### config.mk
export PLATFORM = sky130hd
export DESIGN_NAME = html_tag_recognizer_flat
export DESIGN_NICKNAME = d
export VERILOG_FILES = /design/src/design/htr_pkg.sv /design/src/design/htr_if.sv /design/src/design/htr_cfg_regs.sv /design/src/design/htr_matcher.sv /design/src/design/html_tag_recognizer.sv /design/src/flat_wrapper.sv
export SDC_FILE = /design/constraint.sdc
export NUM_CORES = 1
export LEC_CHECK = 0
export BUFFER_PORTS_ARGS = -buffer_cell sky130_fd_sc_hd__buf_2
export CAP_MARGIN = 20
export CELL_PAD_IN_SITES_DETAIL_PLACEMENT = 0
export CELL_PAD_IN_SITES_GLOBAL_PLACEMENT = 1
export CORE_ASPECT_RATIO = 1.25
export CORE_UTILIZATION = 50
export CTS_BUF_LIST = sky130_fd_sc_hd__clkbuf_8
export CTS_CLUSTER_SIZE = 25
export DETAILED_ROUTE_END_ITERATION = 8
export GPL_ROUTABILITY_DRIVEN = 1
export GPL_TIMING_DRIVEN = 0
export PLACE_DENSITY_LB_ADDON = 0.3
export SYNTH_ARGS = -nofsm -noshare
export SYNTH_HDL_FRONTEND = slang
export SYNTH_SLANG_ARGS = --single-unit
### constraint.sdc
create_clock -name clk_i -period 5.7 [get_ports clk_i]
set_input_delay 1.14 -clock clk_i [delete_from_list [all_inputs] [get_ports clk_i]]
set_output_delay 1.14 -clock clk_i [all_outputs]
set_load 0.05 [all_outputs]
### src/design/htr_pkg.sv
// htr_pkg: shared types and constants for the HTML tag recognizer.
// No dependencies; used by the interfaces, the matcher, the register file and the top level.
`timescale 1ns / 1ps

package htr_pkg;

  localparam int unsigned ByteW     = 8;
  localparam int unsigned VerdictW  = 2;
  localparam int unsigned ConsumedW = 16;
  localparam int unsigned NameRegs  = 4;
  localparam int unsigned NameW     = 64;
  localparam int unsigned CountW    = 3;

  localparam logic [VerdictW-1:0] VMore   = 2'd0;
  localparam logic [VerdictW-1:0] VAccept = 2'd1;
  localparam logic [VerdictW-1:0] VReject = 2'd2;
  localparam logic [VerdictW-1:0] VIdle   = 2'd3;

  localparam logic [ByteW-1:0] CharLt = 8'h3C;

  typedef struct packed {
    logic [CountW-1:0]                forbidden_count;
    logic [NameRegs-1:0][NameW-1:0]   forbidden_names;
  } cfg_t;

  typedef struct packed {
    logic [VerdictW-1:0]  verdict;
    logic                 closing;
    logic [ConsumedW-1:0] consumed;
  } res_t;

endpackage

### src/design/htr_if.sv
// htr_if: valid/ready channel interfaces for input bytes and per-byte results.
// Depends on htr_pkg for field widths.
`timescale 1ns / 1ps

interface htr_in_if;
  logic                      valid;
  logic                      ready;
  logic [htr_pkg::ByteW-1:0] text_byte;
  logic                      begin_req;

  modport source (output valid, output text_byte, output begin_req, input ready);
  modport sink   (input valid, input text_byte, input begin_req, output ready);
endinterface

interface htr_out_if;
  logic                          valid;
  logic                          ready;
  logic [htr_pkg::VerdictW-1:0]  verdict;
  logic                          closing;
  logic [htr_pkg::ConsumedW-1:0] consumed;

  modport source (output valid, output verdict, output closing, output consumed, input ready);
  modport sink   (input valid, input verdict, input closing, input consumed, output ready);
endinterface

### src/design/htr_cfg_regs.sv
// htr_cfg_regs: APB register file holding the forbidden tag names and their count.
// Depends on htr_pkg (cfg_t).
`timescale 1ns / 1ps

module htr_cfg_regs #(
  parameter int FORBIDDEN_SLOTS = 4
) (
  input  logic                        clk_i,
  input  logic                        rst_ni,
  input  logic                        psel,
  input  logic                        penable,
  input  logic                        pwrite,
  input  logic [5:0]                  paddr,
  input  logic [htr_pkg::NameW-1:0]   pwdata,
  output logic [htr_pkg::NameW-1:0]   prdata,
  output logic                        pready,
  output htr_pkg::cfg_t               cfg_o
);

  typedef enum logic [2:0] {
    RegCount = 3'd0,
    RegNameA = 3'd1,
    RegNameB = 3'd2,
    RegNameC = 3'd3,
    RegNameD = 3'd4
  } reg_idx_e;

  htr_pkg::cfg_t cfg_q;
  reg_idx_e      idx;
  logic [1:0]    slot;
  logic          wr_en;

  assign idx    = reg_idx_e'(paddr[5:3]);
  assign slot   = 2'(paddr[5:3] - 3'd1);
  assign wr_en  = psel && penable && pwrite;
  assign pready = 1'b1;
  assign cfg_o  = cfg_q;

  always_ff @(posedge clk_i or negedge rst_ni) begin
    if (!rst_ni) begin
      cfg_q <= '0;
    end else if (wr_en) begin
      unique case (idx) inside
        RegCount: cfg_q.forbidden_count <= pwdata[htr_pkg::CountW-1:0];
        RegNameA, RegNameB, RegNameC, RegNameD: begin
          if (32'(slot) < FORBIDDEN_SLOTS) cfg_q.forbidden_names[slot] <= pwdata;
        end
        default: ;
      endcase
    end
  end

  always_comb begin
    unique case (idx) inside
      RegCount: prdata = htr_pkg::NameW'(cfg_q.forbidden_count);
      RegNameA, RegNameB, RegNameC, RegNameD: prdata = cfg_q.forbidden_names[slot];
      default: prdata = '0;
    endcase
  end

endmodule

### src/design/htr_matcher.sv
// htr_matcher: tag grammar state machine, name capture and forbidden-name compare.
// Depends on htr_pkg (cfg_t, res_t, verdict codes). One byte per fire_i.
`timescale 1ns / 1ps

module htr_matcher #(
  parameter int FORBIDDEN_SLOTS = 4,
  parameter int NAME_BYTES      = 8,
  parameter int COUNT_BITS      = 16
) (
  input  logic                      clk_i,
  input  logic                      rst_ni,
  input  logic                      fire_i,
  input  logic [htr_pkg::ByteW-1:0] text_byte_i,
  input  logic                      begin_req_i,
  input  htr_pkg::cfg_t             cfg_i,
  output htr_pkg::res_t             result_o
);

  localparam int NcW = $clog2(NAME_BYTES + 2);
  localparam int StoreBytes = htr_pkg::NameW / 8;

  localparam logic [3:0] PH_IDLE      = 4'd0;
  localparam logic [3:0] PH_LT        = 4'd1;
  localparam logic [3:0] PH_SLASH     = 4'd2;
  localparam logic [3:0] PH_NAME      = 4'd3;
  localparam logic [3:0] PH_RUN       = 4'd4;
  localparam logic [3:0] PH_AN_RUN    = 4'd5;
  localparam logic [3:0] PH_EQ_RUN    = 4'd6;
  localparam logic [3:0] PH_ATTR      = 4'd7;
  localparam logic [3:0] PH_UNQ       = 4'd8;
  localparam logic [3:0] PH_SQ        = 4'd9;
  localparam logic [3:0] PH_DQ        = 4'd10;
  localparam logic [3:0] PH_END_SLASH = 4'd11;

  localparam logic [7:0] ChGt    = 8'h3E;
  localparam logic [7:0] ChSlash = 8'h2F;
  localparam logic [7:0] ChEq    = 8'h3D;
  localparam logic [7:0] ChTick  = 8'h60;
  localparam logic [7:0] ChDash  = 8'h2D;
  localparam logic [7:0] ChUnder = 8'h5F;
  localparam logic [7:0] ChColon = 8'h3A;
  localparam logic [7:0] ChDot   = 8'h2E;
  localparam logic [7:0] ChSp    = 8'h20;
  localparam logic [7:0] ChTab   = 8'h09;
  localparam logic [7:0] ChLf    = 8'h0A;
  localparam logic [7:0] ChSq    = 8'h27;
  localparam logic [7:0] ChDq    = 8'h22;

  localparam logic [COUNT_BITS-1:0] CountMax = '1;

  typedef struct packed {
    logic [1:0] v;
    logic       tk;
    logic [3:0] ph;
    logic       nl;
  } step_t;

  function automatic logic is_upper(logic [7:0] c);
    return c >= 8'h41 && c <= 8'h5A;
  endfunction

  function automatic logic is_letter(logic [7:0] c);
    return is_upper(c) || (c >= 8'h61 && c <= 8'h7A);
  endfunction

  function automatic logic is_digit(logic [7:0] c);
    return c >= 8'h30 && c <= 8'h39;
  endfunction

  function automatic logic [7:0] to_lower(logic [7:0] c);
    return is_upper(c) ? c + 8'd32 : c;
  endfunction

  function automatic logic attr_start(logic [7:0] c);
    return is_letter(c) || c == ChUnder || c == ChColon;
  endfunction

  function automatic logic attr_more(logic [7:0] c);
    return is_letter(c) || c == ChUnder || c == ChDot || c == ChColon || c == ChDash;
  endfunction

  function automatic logic unquoted_ok(logic [7:0] c);
    return c != 8'h00 && c != ChSp && c != ChTab && c != ChLf && c != ChSq && c != ChDq &&
           c != ChEq && c != htr_pkg::CharLt && c != ChGt && c != ChTick;
  endfunction

  function automatic logic [htr_pkg::NameW-1:0] fold_word(logic [htr_pkg::NameW-1:0] w);
    logic [htr_pkg::NameW-1:0] r;
    r = '0;
    for (int k = 0; k < StoreBytes; k++) r[8*k +: 8] = to_lower(w[8*k +: 8]);
    return r;
  endfunction

  // whitespace run byte, or the byte that ends the run
  function automatic step_t run_step(logic [7:0] c, logic [3:0] rp, logic nl, logic cls);
    step_t s;
    s.v  = htr_pkg::VReject;
    s.tk = 1'b0;
    s.ph = rp;
    s.nl = nl;
    if (c == ChSp || c == ChTab) begin
      s.v = htr_pkg::VMore; s.tk = 1'b1;
    end else if (c == ChLf) begin
      if (!nl) begin
        s.nl = 1'b1; s.v = htr_pkg::VMore; s.tk = 1'b1;
      end
    end else if (rp == PH_EQ_RUN) begin
      if (c == ChSq) begin
        s.ph = PH_SQ; s.v = htr_pkg::VMore; s.tk = 1'b1;
      end else if (c == ChDq) begin
        s.ph = PH_DQ; s.v = htr_pkg::VMore; s.tk = 1'b1;
      end else if (unquoted_ok(c)) begin
        s.ph = PH_UNQ; s.v = htr_pkg::VMore; s.tk = 1'b1;
      end
    end else if (rp == PH_AN_RUN && c == ChEq) begin
      s.ph = PH_EQ_RUN; s.nl = 1'b0; s.v = htr_pkg::VMore; s.tk = 1'b1;
    end else if (attr_start(c)) begin
      s.ph = PH_ATTR; s.v = htr_pkg::VMore; s.tk = 1'b1;
    end else if (c == ChSlash && !cls) begin
      s.ph = PH_END_SLASH; s.v = htr_pkg::VMore; s.tk = 1'b1;
    end else if (c == ChGt) begin
      s.v = htr_pkg::VAccept; s.tk = 1'b1;
    end
    return s;
  endfunction

  logic [3:0]                ph_q, ph_d;
  logic [htr_pkg::NameW-1:0] ns_q, ns_d;
  logic [NcW-1:0]            nc_q, nc_d;
  logic                      nl_q, nl_d;
  logic                      cl_q, cl_d;
  logic [COUNT_BITS-1:0]     bc_q, bc_d;

  logic [7:0]  c;
  logic [1:0]  v;
  logic        tk;
  logic        add;
  logic        hit;
  logic [3:0]  n_used;
  step_t       st;
  logic [32:0] bc_ext;

  assign c = text_byte_i;

  always_comb begin
    n_used = (32'(cfg_i.forbidden_count) > FORBIDDEN_SLOTS) ?
             4'(FORBIDDEN_SLOTS) : 4'(cfg_i.forbidden_count);
    hit = 1'b0;
    for (int i = 0; i < htr_pkg::NameRegs; i++) begin
      if (4'(i) < n_used && fold_word(cfg_i.forbidden_names[i]) == ns_q) hit = 1'b1;
    end
    if (32'(nc_q) > NAME_BYTES) hit = 1'b0;
  end

  always_comb begin
    ph_d = ph_q;
    ns_d = ns_q;
    nc_d = nc_q;
    nl_d = nl_q;
    cl_d = cl_q;
    bc_d = bc_q;
    v    = htr_pkg::VIdle;
    tk   = 1'b0;
    add  = 1'b0;
    st   = '0;
    if (begin_req_i) begin
      cl_d = 1'b0;
      bc_d = '0;
      ns_d = '0;
      nc_d = '0;
      nl_d = 1'b0;
      if (c == htr_pkg::CharLt) begin
        ph_d = PH_LT; v = htr_pkg::VMore; tk = 1'b1;
      end else begin
        v = htr_pkg::VReject;
      end
    end else begin
      unique case (ph_q) inside
        PH_LT: begin
          if (c == ChSlash) begin
            cl_d = 1'b1; ph_d = PH_SLASH; v = htr_pkg::VMore; tk = 1'b1;
          end else if (is_letter(c)) begin
            add = 1'b1; ph_d = PH_NAME; v = htr_pkg::VMore; tk = 1'b1;
          end else begin
            v = htr_pkg::VReject;
          end
        end
        PH_SLASH: begin
          if (is_letter(c)) begin
            add = 1'b1; ph_d = PH_NAME; v = htr_pkg::VMore; tk = 1'b1;
          end else begin
            v = htr_pkg::VReject;
          end
        end
        PH_NAME: begin
          if (is_letter(c) || is_digit(c) || c == ChDash) begin
            add = 1'b1; v = htr_pkg::VMore; tk = 1'b1;
          end else if (hit) begin
            v = htr_pkg::VReject;
          end else begin
            st = run_step(c, PH_RUN, 1'b0, cl_q);
            ph_d = st.ph; nl_d = st.nl; v = st.v; tk = st.tk;
          end
        end
        PH_ATTR: begin
          if (attr_more(c)) begin
            v = htr_pkg::VMore; tk = 1'b1;
          end else begin
            st = run_step(c, PH_AN_RUN, 1'b0, cl_q);
            ph_d = st.ph; nl_d = st.nl; v = st.v; tk = st.tk;
          end
        end
        PH_UNQ: begin
          if (unquoted_ok(c)) begin
            v = htr_pkg::VMore; tk = 1'b1;
          end else begin
            st = run_step(c, PH_RUN, 1'b0, cl_q);
            ph_d = st.ph; nl_d = st.nl; v = st.v; tk = st.tk;
          end
        end
        PH_SQ, PH_DQ: begin
          if (c == 8'h00) begin
            v = htr_pkg::VReject;
          end else begin
            if ((ph_q == PH_SQ && c == ChSq) || (ph_q == PH_DQ && c == ChDq)) begin
              ph_d = PH_RUN; nl_d = 1'b0;
            end
            v = htr_pkg::VMore; tk = 1'b1;
          end
        end
        PH_RUN, PH_AN_RUN, PH_EQ_RUN: begin
          st = run_step(c, ph_q, nl_q, cl_q);
          ph_d = st.ph; nl_d = st.nl; v = st.v; tk = st.tk;
        end
        PH_END_SLASH: begin
          if (c == ChGt) begin
            v = htr_pkg::VAccept; tk = 1'b1;
          end else begin
            v = htr_pkg::VReject;
          end
        end
        default: v = htr_pkg::VIdle;
      endcase
    end

    if (add) begin
      if (32'(nc_q) < NAME_BYTES) begin
        for (int k = 0; k < StoreBytes; k++) begin
          if (nc_q == NcW'(k)) ns_d[8*k +: 8] = to_lower(c);
        end
        nc_d = nc_q + NcW'(1);
      end else begin
        nc_d = NcW'(NAME_BYTES + 1);
      end
    end
    if (tk && bc_d != CountMax) bc_d = bc_d + COUNT_BITS'(1);
    if (v == htr_pkg::VAccept || v == htr_pkg::VReject) ph_d = PH_IDLE;
  end

  always_ff @(posedge clk_i or negedge rst_ni) begin
    if (!rst_ni) begin
      ph_q <= PH_IDLE;
      ns_q <= '0;
      nc_q <= '0;
      nl_q <= 1'b0;
      cl_q <= 1'b0;
      bc_q <= '0;
    end else if (fire_i) begin
      ph_q <= ph_d;
      ns_q <= ns_d;
      nc_q <= nc_d;
      nl_q <= nl_d;
      cl_q <= cl_d;
      bc_q <= bc_d;
    end
  end

  assign bc_ext = 33'(bc_d);
  assign result_o.verdict  = v;
  assign result_o.closing  = cl_d;
  assign result_o.consumed = (bc_ext > 33'h0FFFF) ? 16'hFFFF : bc_ext[15:0];

  ap_decided_goes_idle: assert property (@(posedge clk_i) disable iff (!rst_ni)
    (fire_i && (v == htr_pkg::VAccept || v == htr_pkg::VReject)) |=> ph_q == PH_IDLE)
    else $error("phase not idle after decision");

  ap_idle_holds: assert property (@(posedge clk_i) disable iff (!rst_ni)
    (fire_i && !begin_req_i && ph_q == PH_IDLE) |=> ph_q == PH_IDLE && $stable(bc_q))
    else $error("idle phase moved without begin");

  ap_name_bound: assert property (@(posedge clk_i) disable iff (!rst_ni)
    32'(nc_q) <= NAME_BYTES + 1)
    else $error("name count out of range");

endmodule

### src/design/html_tag_recognizer.sv
// html_tag_recognizer: top level with input register, matcher, result register and APB regs.
// Depends on htr_pkg, htr_if, htr_cfg_regs and htr_matcher.
// Result path: input register, then result register, loaded once no unaccepted result waits.
// Throughput: 1 byte per cycle; input ready drops only while a result waits and the input
// register is full.
// Reset: asynchronous active low; phase idle, counters and config zero, no result pending.
`timescale 1ns / 1ps

module html_tag_recognizer #(
  parameter int FORBIDDEN_SLOTS = 4,
  parameter int NAME_BYTES      = 8,
  parameter int COUNT_BITS      = 16
) (
  input  logic                      clk_i,
  input  logic                      rst_ni,
  htr_in_if.sink                    in_i,
  htr_out_if.source                 out_o,
  input  logic                      psel,
  input  logic                      penable,
  input  logic                      pwrite,
  input  logic [5:0]                paddr,
  input  logic [htr_pkg::NameW-1:0] pwdata,
  output logic [htr_pkg::NameW-1:0] prdata,
  output logic                      pready
);

  htr_pkg::cfg_t cfg;
  htr_pkg::res_t res_d, res_q;

  logic                      in_vld_q;
  logic [htr_pkg::ByteW-1:0] in_byte_q;
  logic                      in_beg_q;
  logic                      out_vld_q;
  logic                      adv;
  logic                      fire;
  logic                      in_take;

  assign adv      = !out_vld_q || out_o.ready;
  assign fire     = in_vld_q && adv;
  assign in_i.ready = !in_vld_q || adv;
  assign in_take  = in_i.valid && in_i.ready;

  htr_cfg_regs #(
    .FORBIDDEN_SLOTS(FORBIDDEN_SLOTS)
  ) u_regs (
    .clk_i  (clk_i),
    .rst_ni (rst_ni),
    .psel   (psel),
    .penable(penable),
    .pwrite (pwrite),
    .paddr  (paddr),
    .pwdata (pwdata),
    .prdata (prdata),
    .pready (pready),
    .cfg_o  (cfg)
  );

  htr_matcher #(
    .FORBIDDEN_SLOTS(FORBIDDEN_SLOTS),
    .NAME_BYTES     (NAME_BYTES),
    .COUNT_BITS     (COUNT_BITS)
  ) u_match (
    .clk_i      (clk_i),
    .rst_ni     (rst_ni),
    .fire_i     (fire),
    .text_byte_i(in_byte_q),
    .begin_req_i(in_beg_q),
    .cfg_i      (cfg),
    .result_o   (res_d)
  );

  always_ff @(posedge clk_i or negedge rst_ni) begin
    if (!rst_ni) begin
      in_vld_q  <= 1'b0;
      out_vld_q <= 1'b0;
    end else begin
      if (in_take) in_vld_q <= 1'b1;
      else if (fire) in_vld_q <= 1'b0;
      if (fire) out_vld_q <= 1'b1;
      else if (out_o.ready) out_vld_q <= 1'b0;
    end
  end

  always_ff @(posedge clk_i) begin
    if (in_take) begin
      in_byte_q <= in_i.text_byte;
      in_beg_q  <= in_i.begin_req;
    end
    if (fire) res_q <= res_d;
  end

  assign out_o.valid    = out_vld_q;
  assign out_o.verdict  = res_q.verdict;
  assign out_o.closing  = res_q.closing;
  assign out_o.consumed = res_q.consumed;

  ap_fire_gives_result: assert property (@(posedge clk_i) disable iff (!rst_ni)
    fire |=> out_vld_q)
    else $error("processed transaction produced no result");

  ap_in_reg_holds: assert property (@(posedge clk_i) disable iff (!rst_ni)
    (in_vld_q && !adv) |=> in_vld_q && $stable(in_byte_q) && $stable(in_beg_q))
    else $error("input register lost a stalled transaction");

  ap_bad_begin: assert property (@(posedge clk_i) disable iff (!rst_ni)
    (fire && in_beg_q && in_byte_q != htr_pkg::CharLt) |=>
      (res_q.verdict == htr_pkg::VReject && res_q.consumed == '0 && !res_q.closing))
    else $error("begin without '<' not rejected");

  ap_out_holds: assert property (@(posedge clk_i) disable iff (!rst_ni)
    (out_vld_q && !out_o.ready) |=> out_vld_q && $stable(res_q))
    else $error("stalled result changed");

endmodule
### src/flat_wrapper.sv
// flat-port wrapper written by rule: the top's interface ports become plain ports
module html_tag_recognizer_flat 
#(
  parameter int FORBIDDEN_SLOTS = 4,
  parameter int NAME_BYTES      = 8,
  parameter int COUNT_BITS      = 16
)
  (clk_i, rst_ni, psel, penable, pwrite, paddr, pwdata, prdata, pready, in_i_valid, in_i_text_byte, in_i_begin_req, in_i_ready, out_o_valid, out_o_verdict, out_o_closing, out_o_consumed, out_o_ready);
  htr_in_if in_i_i ();
  htr_out_if out_o_i ();
  input  logic clk_i;
  input  logic rst_ni;
  input  logic psel;
  input  logic penable;
  input  logic pwrite;
  input  logic [5:0] paddr;
  input  logic [htr_pkg::NameW-1:0] pwdata;
  output logic [htr_pkg::NameW-1:0] prdata;
  output logic pready;
  input wire logic [$bits(in_i_i.valid)-1:0] in_i_valid;
  input wire logic [$bits(in_i_i.text_byte)-1:0] in_i_text_byte;
  input wire logic [$bits(in_i_i.begin_req)-1:0] in_i_begin_req;
  output wire logic [$bits(in_i_i.ready)-1:0] in_i_ready;
  output wire logic [$bits(out_o_i.valid)-1:0] out_o_valid;
  output wire logic [$bits(out_o_i.verdict)-1:0] out_o_verdict;
  output wire logic [$bits(out_o_i.closing)-1:0] out_o_closing;
  output wire logic [$bits(out_o_i.consumed)-1:0] out_o_consumed;
  input wire logic [$bits(out_o_i.ready)-1:0] out_o_ready;
  assign in_i_i.valid = in_i_valid;
  assign in_i_i.text_byte = in_i_text_byte;
  assign in_i_i.begin_req = in_i_begin_req;
  assign in_i_ready = in_i_i.ready;
  assign out_o_valid = out_o_i.valid;
  assign out_o_verdict = out_o_i.verdict;
  assign out_o_closing = out_o_i.closing;
  assign out_o_consumed = out_o_i.consumed;
  assign out_o_i.ready = out_o_ready;
  html_tag_recognizer #(.FORBIDDEN_SLOTS(FORBIDDEN_SLOTS), .NAME_BYTES(NAME_BYTES), .COUNT_BITS(COUNT_BITS)) u_core (.clk_i(clk_i), .rst_ni(rst_ni), .in_i(in_i_i), .out_o(out_o_i), .psel(psel), .penable(penable), .pwrite(pwrite), .paddr(paddr), .pwdata(pwdata), .prdata(prdata), .pready(pready));
endmodule
=== Yosys cells after proc, flatten, opt, wreduce, memory -nomap -nowiden ===
Index checks and enable logic that the tools add are counted.

* Multiplexer cells: 145
* Add/sub/neg operators: 36
* $lt $le $gt $ge: 80
* Reduce and logical (&&, ||, !) cells: 91
* Equality and inequality tests: 71

{| class="wikitable"
|+ Operator list
! operator !! number
|-
| two-way mux 8 bit || 41
|-
| two-way mux 64 bit || 5
|-
| greater-or-equal comparator 8 x 7 -> 1 bit (second input constant) || 34
|-
| less-or-equal comparator 8 x 7 -> 1 bit (second input constant) || 34
|-
| adder 8 x 6 -> 8 bit (second input constant) || 33
|-
| bitwise mux 256 bit || 1
|-
| == test 64 bit || 4
|-
| binary-select mux 64 bit (select 2 bit) || 1
|-
| demux 64 bit (select 2 bit) || 1
|-
| case mux 64 bit (2 select lines) || 1
|-
| == test 8 x 6 -> 1 bit (second input constant) || 10
|-
| two-way mux 4 bit || 20
|-
| two-way mux 7 bit || 9
|-
| logical AND 1 bit || 58
|-
| != test 8 x 6 -> 1 bit (second input constant) || 6
|-
| two-way mux 1 bit || 36
|-
| == test 4 x 3 -> 1 bit (second input constant) || 8
|-
| two-way mux 16 bit || 2
|-
| two-way mux 3 bit || 10
|-
| case mux 4 bit (7 select lines) || 1
|-
| != test 4 x 3 -> 1 bit (second input constant) || 6
|-
| != test 3 x 2 -> 1 bit (second input constant) || 7
|-
| two-way mux 2 bit || 10
|-
| adder 16 x 1 -> 16 bit (second input constant) || 1
|-
| other kinds (48) || 84
|}

* Flip-flop bits (word level): 379
* Output and inout port bits: 86
* Word-level logic and storage cells: 441
* Bits of input ports: 86

=== Logic depth before layout (Yosys ltp) ===
Gate-level depths: netlist of the first run.

* Word-level depth: 22
* Mapped depth: 18
* Mapped depth without buffers: 15

=== Modules after synthesis ===
A second synthesis of the first run with hierarchy kept.

* Cell total of the unflattened synthesis: 2,576
* Area, all modules: 25,653.4 um^2

{| class="wikitable"
|+ By module, submodules not included
! module !! area each (um^2) !! cells each !! seq. area each (um^2) !! instances
|-
| htr_matcher || 13,031.2 || 1,823 || 2,252.2 || 1
|-
| htr_cfg_regs || 11,677.4 || 717 || 6,481.2 || 1
|-
| html_tag_recognizer || 944.7 || 36 || 890.9 || 1
|}

=== Worst setup path before layout of the first run ===
No wires, ideal clock.

* Path type: in2out
* Start: input port paddr[3]
* End: output port prdata[22] (netlist bit)
* Stages on the path: 8
* Slack: 0.731 ns
* Arrival: 3.829 ns
* Required time: 4.560 ns
* Buffers on the path: 4
* Cells stage by stage: clkbuf_1 > buf_1 > inv_1 > ha_1 > clkbuf_1 > buf_1 > mux4_2 > and2_1

* Word-level cells in the longest chain between the ends: 4
* Elaborated cells between the ends (all ways): 10
* Classes of those cells: add/sub: 1; eq/ne: 4; mux: 3; reduce/logical: 2

{| class="wikitable"
|+ Ends and longest elaborated chain
! item !! RTL line !! source
|-
| from (decl) || flat_wrapper.sv:16 || <nowiki>input logic [5:0] paddr;</nowiki>
|-
| subtractor 2 x 1 -> 2 bit || htr_cfg_regs.sv:34 || <nowiki>assign slot = 2'(paddr[5:3] - 3'd1);</nowiki>
|-
| binary-select mux 64 bit (select 2 bit) || htr_cfg_regs.sv:56 || <nowiki>RegNameA, RegNameB, RegNameC, RegNameD: prdata = cfg_q.forbidden_names[slot];</nowiki>
|-
| two-way mux 64 bit (not written as such) || htr_cfg_regs.sv:56 ||
|-
| case mux 64 bit (2 select lines) (*) || htr_cfg_regs.sv:54 || <nowiki>unique case (idx) inside</nowiki>
|-
| to (decl) || flat_wrapper.sv:18 || <nowiki>output logic [htr_pkg::NameW-1:0] prdata;</nowiki>
|}

Mark *: on every way between the ends. The rest lies on a longest branch, timed or not. The select of a mux whose other input is x is not followed.

=== Final worst setup path of the first run ===
* Start: register u_core.u_match.ns_q[18] (netlist bit)
* End: register u_core.res_q (netlist bit u_core.out_o.consumed[4]), data pin

* Word-level cells in the longest chain between the ends: 14
* Elaborated cells between the ends (all ways): 20
* Classes of those cells: order compare: 1; eq/ne: 4; mux: 10; reduce/logical: 5

{| class="wikitable"
|+ Ends and longest elaborated chain
! item !! RTL line !! source
|-
| from (decl) || htr_matcher.sv:128 || <nowiki>logic [htr_pkg::NameW-1:0] ns_q, ns_d;</nowiki>
|-
| from (signal assigned) || htr_matcher.sv:270 || <nowiki>ns_q <= ns_d;</nowiki>
|-
| == test 64 bit || htr_matcher.sv:150 || <nowiki>if (4'(i) < n_used && fold_word(cfg_i.forbidden_names[i]) == ns_q) hit = 1'b1;</nowiki>
|-
| logical AND 1 bit || htr_matcher.sv:150 ||
|-
| two-way mux 1 bit (3 in a row) || htr_matcher.sv:150 ||
|-
| two-way mux 1 bit (*) || htr_matcher.sv:150 ||
|-
| two-way mux 1 bit (*) || htr_matcher.sv:152 || <nowiki>if (32'(nc_q) > NAME_BYTES) hit = 1'b0;</nowiki>
|-
| two-way mux 1 bit (*) || htr_matcher.sv:198 || <nowiki>end else if (hit) begin</nowiki>
|-
| two-way mux 1 bit (*) || htr_matcher.sv:196 || <nowiki>if (is_letter(c) || is_digit(c) || c == ChDash) begin</nowiki>
|-
| case mux 1 bit (8 select lines) (*) || htr_matcher.sv:178 || <nowiki>unique case (ph_q) inside</nowiki>
|-
| two-way mux 1 bit (*) || htr_matcher.sv:166 || <nowiki>if (begin_req_i) begin</nowiki>
|-
| logical AND 1 bit (*) || htr_matcher.sv:256 || <nowiki>if (tk && bc_d != CountMax) bc_d = bc_d + COUNT_BITS'(1);</nowiki>
|-
| two-way mux 16 bit (*) || htr_matcher.sv:256 ||
|-
| net u_core.u_match.bc_d[4] || htr_matcher.sv:132 || <nowiki>logic [COUNT_BITS-1:0] bc_q, bc_d;</nowiki>
|-
| > comparator 16 bit || htr_matcher.sv:281 || <nowiki>assign result_o.consumed = (bc_ext > 33'h0FFFF) ? 16'hFFFF : bc_ext[15:0];</nowiki>
|-
| to (signal assigned) || html_tag_recognizer.sv:89 || <nowiki>if (fire) res_q <= res_d;</nowiki>
|-
| to (decl) || html_tag_recognizer.sv:28 || <nowiki>htr_pkg::res_t res_d, res_q;</nowiki>
|}

The timed path passes the listed nets; every way through them passes the cells marked *.
A chain may end at the register's enable or synchronous reset.

==> metrics.md, run 1 <==
| Metric | Value |
|---|---|
| Hold Violations, Final | 0 |
| Place WS | -590 ps |
| DP HPWL | 93,400 um |
| Area grow syn2layout | 13.8% |
| Crit start category | register |
| GRT overflow | 0 |
| Register area share after synthesis | 38.4% |
| Vias | 23,500 |
| Post-CTS Setup Inserts | 0 |
| Final Cell Area | 0.0285 sq mm |
| Final nets | 2,882 |
| CTS buffer count | 67 |
| Outcome | completed |
| Arrival @ worst endpoint | 6060 ps |
| Worst setup margin | 83.7 ps |
| DRC viols | 0 |
| TritonRoute pass-1 iters | 6 |
| Post-CTS Hold Buffers | 0 |
| Worst-margin pin slew | 1270 ps |
| Mapped Nets | 2,623 |
| Yosys warns | 0 |
| Root Driver | clkbuf_8 |
| Ratio of cells with drive above 1 in the final layout | 24.1% |
| Synth area leaders | dfrtp_1, mux2_2, mux4_2, edfxtp_1, xnor2_1 |
| Clk buf depth | 3 |
| Die H | 252 um |
| Clock Sinks | 379 |
| Top-area cell type share of the netlist area | 35.1% |
| All-Layer GR Usage | 47.1% |
| Global-route wire length before repair | 168,000 um |
| Antenna Nets Post-Route | 0 |
| CTS H-tree lvls | 3 |
| Crit Path Max Fanout | 10 |
| Vias per cell | 6.78 |
| Tightest Hold Check Type | in -> async |
| FF+latch count, synth | 379 |
| Peak supply drop | 0.272 mV |
| Top-Level Pins | 172 |
| Synth unique cells | 92 |
| Async SR Flop Fraction | 92.6% |
| Metal2 WL | 55,400 um |
| Req. time, crit path | 6140 ps |
| Clock Latency Late Sink | 710 ps |
| RSZ-0062 raised after global routing | no |
| Post-synth EDFFs | 28 |
| Full die area | 0.0510 sq mm |
| Max-cap violation count | 0 |
| Total wire length | 120,000 um |
| Final core utilization | 57.7% |
| Clk slew on worst S/H paths | 60 ps |
| Die W | 202 um |
| Final Critical Period | 5620 ps |
| Number of global-route vias before repair | 23,100 |
| Routed length on met3 | 12,200 um |
| Most common cell after layout, fill and taps aside | dfrtp_1 |
| Drt wl/cell | 34.6 um |
| Max-slew headroom | 14.0% |
| Initial antenna violation count | 16 |
| PD cells | 458 mW/mm^2 |
| Top sig layer | met5 |
| Max Slew Vio Count | 0 |
| Max Freq | 178 MHz |
| Crit. End Element | register |
| Syn Inst Count | 2,492 |
| Initial core utilization | 50.7% |
| Reg2Reg Setup Slack | 80 ps |
| Iteration-0 DRC Markers | 2,713 |
| Final worst-path cycle share | 98.5% |
| Row count | 91 |
| Leading area contributor after synthesis | dfrtp_1 |
| # setup viols final | 0 |
| Crit path kind | reg -> reg |
| Syn_area_per_cell | 10.1 sq um |
| Port Buffers | 167 |
| Commonest cells after routing, fill and taps aside | dfrtp_1, mux2_2, nand2_1, buf_2, nor2_1 |
| TNS Setup | 0 ps |
| Core Box Area | 0.0494 sq mm |
| Pin count of the biggest net entering global routing | 98 |
| CTS tree | yes |
| Routed metal-1 wire length | 41,300 um |
| Routability cong. | 1.09 |
| Synthesized area | 0.0251 sq mm |
| DP Area | 0.0270 sq mm |
| Most used DFF post-synth | dfrtp_1 |
| Post-CTS sizing | 4 |
| LEAKAGE | 12.5 nW |
| Layout Skew | 30.8 ps |
flip-flops by register name (all words and copies together), names as in the netlist:
name / cells
u_core.out_o.closing: 1
u_core.in_vld_q: 1
u_core.u_regs.cfg_o: 259
u_core.out_o.verdict: 2
u_core.u_match.nl_q: 1
u_core.out_o.consumed: 16
u_core.in_beg_q: 1
u_core.in_byte_q: 8
u_core.u_match.nc_q: 4
u_core.u_match.ph_q: 4
u_core.u_match.bc_q: 16
u_core.u_match.ns_q: 64
u_core.u_match.cl_q: 1
u_core.out_o.valid: 1
per-layer routing:
layer / track usage (%) / vias to the layer above
met3: 13.0 / 442
met1: 52.9 / 11700
met2: 75.5 / 1612
li1: - / 9742
met4: 37.4 / 14
met5: 0 / -
kinds of logic (layout without fill, tap and decap cells):
| kind of cell | count (synthesis) | in the layout | synth area share, % |
|---|---|---|---|
| AO/OA/AOI/OAI | 494 | 494 | 13.8 |
| XOR/XNOR | 179 | 179 | 6.26 |
| adder cells (fa/ha/maj) | 45 | 45 | 2.25 |
| buffers and inverters | 241 | 551 | 3.81 |
| flip-flops | 379 | 379 | 38.4 |
| multiplexers | 371 | 371 | 19.3 |
| other | 1 | 9 | 0.0150 |
| AND/OR/NAND/NOR | 782 | 782 | 16.1 |
worst max-delay path, cell delays in order, from the launching register on:
cell and delay (ps):
dfrtp_1 360, clkbuf_1 190, xnor2_1 490, o21ai_0 320, nor4_1 1030, nand4_1 180, nor4_1 740, nand4_1 230
o32ai_2 530, o31ai_1 210, a21o_4 310, inv_6 110, nor2_2 60, buf_6 140, buf_2 200, a31o_2 260
synthesized netlist by cell type (all sizes together), types with 11 or more instances:
cell	count
mux4	64
mux2i	44
ha	45
o2111ai	21
inv	86
clkbuf	125
and3	16
nand3	49
and2	73
o2bb2ai	22
o21ai	82
nor2	135
a31oi	17
nand4	24
dfrtp	351
nor2b	45
a2111oi	16
mux2	263
o211ai	15
edfxtp	28
nand2b	68
a21o	13
a21oi	93
a22oi	44
xor2	85
o22ai	51
a2bb2oi	11
buf	29
nand3b	15
xnor2	94
nand2	189
nor3	78
nor4	49
area by class of cell:
type                            instances  area (sq um)
Clock inverter                         38           256
Fill cell                            4272         20900
Clock buffer                           82          1130
Inverter                               87           332
Tap cell                              651           815
Buffer                                153           633
Sequential cell                       379          9620
Multi-Input combinational cell       1872         14500
Antenna cell                            8          20.0
Timing Repair Buffer                  191          1220
final timing paths:
| kind | from | end | cells after the start |
|---|---|---|---|
| worst max-delay path | u_core.u_match.ns_q[18] | u_core.out_o.consumed[4] | 15 |
| worst min-delay path | rst_ni | u_core.u_regs.cfg_o[9] | 1 |
| worst max register to register | u_core.u_match.ns_q[18] | u_core.out_o.consumed[4] | 15 |
| worst min register to register | u_core.in_vld_q | u_core.out_o.valid | 1 |
| max in group asynchronous | rst_ni | u_core.u_match.ns_q[46] | 4 |
| min in group clk_i | u_core.in_vld_q | u_core.out_o.valid | 1 |
metrics by stage:
step           power, W  hold WS, ps  instances
6_report         0.0130          384       3461
5_1_grt          0.0133          452       3454
4_1_cts          0.0127          417       3449
3_5_place_dp     0.0100          481       3330
3_3_place_gp    0.00989          470       3310
2_1_floorplan   0.00743          457       2492
report_power, final:
part / switching (W) / internal (W) / leakage (nW) / total (W)
logic: 0.00397 / 0.00205 / 6.96 / 0.00602
clock network: 0.00131 / 0.00141 / 0.773 / 0.00272
registers: 0.000981 / 0.00332 / 4.81 / 0.00431
Power figures use the tool's default switching activity.
==> run 2: changes to the inputs <==
--- a/config.mk
+++ b/config.mk
@@ -9,9 +9,8 @@
 export CAP_MARGIN = 20
 export CELL_PAD_IN_SITES_DETAIL_PLACEMENT = 0
 export CELL_PAD_IN_SITES_GLOBAL_PLACEMENT = 1
-export CORE_ASPECT_RATIO = 1.25
-export CORE_UTILIZATION = 50
-export CTS_BUF_LIST = sky130_fd_sc_hd__clkbuf_8
+export CORE_ASPECT_RATIO = 1.75
+export CORE_UTILIZATION = 49
 export CTS_CLUSTER_SIZE = 25
 export DETAILED_ROUTE_END_ITERATION = 8
 export GPL_ROUTABILITY_DRIVEN = 1
==> constraint.sdc (replaced) <==
create_clock -name clk_i -period 5.45 [get_ports clk_i]
set_input_delay 1.09 -clock clk_i [delete_from_list [all_inputs] [get_ports clk_i]]
set_output_delay 1.09 -clock clk_i [all_outputs]
set_load 0.05 [all_outputs]
==> metrics.md, run 2 (same netlist as run 1, synthesis figures left out) <==
| Metric | Value |
|---|---|
| Outcome | completed |
| DP HPWL | 101,000 um |
| Area grow syn2layout | 13.3% |
| Max Slew Vio Count | 0 |
| Crit path top cell by count | nor4_1 |
| Max-slew headroom | 17.2% |
| Top-Level Pins | 172 |
| PD cells | 483 mW/mm^2 |
| Crit path kind | reg -> reg |
| CTS tree | yes |
| WHS Path Cells | 1 |
| Initial core utilization | 49.6% |
| GRT overflow | 0 |
| Initial antenna violation count | 9 |
| Global-route wire length before repair | 174,000 um |
| Post-CTS Hold Buffers | 0 |
| Combinational power share | 47.1% |
| All-Layer GR Usage | 48.1% |
| Final nets | 2,852 |
| Crit. End Element | register |
| Req. time, crit path | 5760 ps |
| Slowest Stage Delay on Critical Path | 770 ps |
| Full die area | 0.0521 sq mm |
| Most common cell after layout, fill and taps aside | dfrtp_1 |
| Tightest Hold Check Type | reg -> reg |
| Sw frac | 47.5% |
| Peak supply drop | 0.371 mV |
| Routability cong. | 1.12 |
| Vias per cell | 6.82 |
| R2R depth | 15 |
| Multi-input combinational cell area | 0.0145 sq mm |
| Slowest library cell on the worst path | nor4_1 |
| Core Box Area | 0.0505 sq mm |
| Clock Latency Late Sink | 550 ps |
| DRC viols | 0 |
| CTS H-tree lvls | 2 |
| CTS buffer count | 37 |
| Drt wl/cell | 36.7 um |
| Crit start category | register |
| Row count | 109 |
| Iteration-0 DRC Markers | 2,120 |
| Final worst-path cycle share | 99.8% |
| Max reg flops | 259 |
| Die H | 301 um |
| Root Driver | clkbuf_16 |
| Layout Skew | 16.5 ps |
| RR Endpoint | u_core.out_o.consumed[4] |
| Clock Power Share | 19.9% |
| Final Critical Period | 5440 ps |
| Total wire length | 126,000 um |
| RSZ-0062 raised after global routing | no |
| Reg area | 0.00962 sq mm |
| Hold Crit Start | u_core.in_vld_q |
| Post-CTS Setup Inserts | 0 |
| Die W | 173 um |
| Antenna Nets Post-Route | 0 |
| Worst path cell trace | ha_1, nor3_1, o2bb2ai_1, nor4_1, nand4_1, nor4_1, nand4_1, nor4_1, o31ai_1, a21o_4, inv_6, nor2_2, buf_6, buf_2, a31o_2 |
| Pin count of the biggest net entering global routing | 129 |
| Clock Sinks | 379 |
| Vias | 23,300 |
| Port Buffers | 167 |
| Clk slew on worst S/H paths | 70 ps |
| Internal | 0.00719 W |
| Hold Violations, Final | 0 |
| Final hold slack | 520 ps |
| Placed insts | 3,346 |
| Endpoint, Worst Hold | u_core.out_o.valid |
| Final std cells w/o fill | 3,422 |
| Fillers | 4,471 |
| Max Freq | 184 MHz |
| Commonest cells after routing, fill and taps aside | dfrtp_1, mux2_2, nand2_1, buf_2 |
| LEAKAGE | 12.4 nW |
| Switch Pwr | 0.00651 W |
| Arrival @ worst endpoint | 5750 ps |
| Number of global-route vias before repair | 23,400 |
| Sequential fraction of design power | 33.0% |
| # setup viols final | 0 |
| TritonRoute pass-1 iters | 6 |
| Clk buf depth | 3 |
| FF-to-FF Start | u_core.u_regs.cfg_o[214] |
| Reg2Reg Setup Slack | 10 ps |
| Ratio of cells with drive above 1 in the final layout | 22.9% |
| Worst-margin pin slew | 1240 ps |
| Max-cap violation count | 0 |
| Crit Path Max Fanout | 10 |
==> run 2: cell type report <==
cell class	count	area share [%]
inverter	87	1.17
timing repair buffer	191	4.23
antenna	7	0.0617
clock buffer	60	3.96
buffer	153	2.24
tap	666	2.94
multi-input combinational	1872	51.1
clock inverter	7	0.419
sequential	379	33.9
==> run 2: critical path: cells and delay by family (launching register included) <==
kind,cells,cell delay [ps]
AND/OR/NAND/NOR,7,2790
AO/OA/AOI/OAI,4,1030
flip-flops,1,600
buffers and inverters,3,460
adder cells (fa/ha/maj),1,320
==> run 2: routing by layer <==
layer / GRT usage (%) / vias to the layer above / wire, um
met3: 9.73 / 554 / 9070
met4: 49.8 / 8 / 15600
met2: 82.0 / 1440 / 61000
met5: 0 / - / 55
met1: 47.8 / 11700 / 39900
li1: - / 9666 / -
==> run 2: what timing repair did <==
action,CTS,global route
gates resized for setup,6,3
endpoints found under the setup margin,60,9
gates cloned,0,0
==> run 2: worst max-delay path by stage <==
stage	startpoint	end	slack, ps	cells after the start
finish	u_core.u_regs.cfg_o[214]	u_core.out_o.consumed[4]	10	15
global route	paddr[3]	prdata[52]	30	10
CTS	paddr[3]	prdata[44]	100	9
detailed placement	paddr[3]	prdata[44]	-890	10
global placement	rst_ni	u_core.u_match.bc_q[10]	-3280	1
floorplan	paddr[3]	prdata[22]	580	8
==> run 2: per-stage QoR <==
step                      worst slack [ps]  power (W)  cell area [sq um]  utilization (%)  TNS (ps)
after floorplan                        581    0.00777              25100                -         0
after global placement               -3280     0.0105              26700             53.0  -1382360
after detailed placement              -893     0.0107              27100             53.7    -40010
after CTS                              104     0.0134              28300             56.1         0
after global routing                  28.2     0.0140              28400             56.2         0
final                                 12.8     0.0137              28400             56.2         0
==> run 2: power by group through the flow <==
stage	clock network (W)	registers (W)	logic [W]
floorplan	0	0.00411	0.00366
global placement	0	0.00445	0.00607
detailed placement	0	0.00449	0.00618
CTS	0.00273	0.00445	0.00622
global route	0.00283	0.00454	0.00660
finish	0.00273	0.00451	0.00645
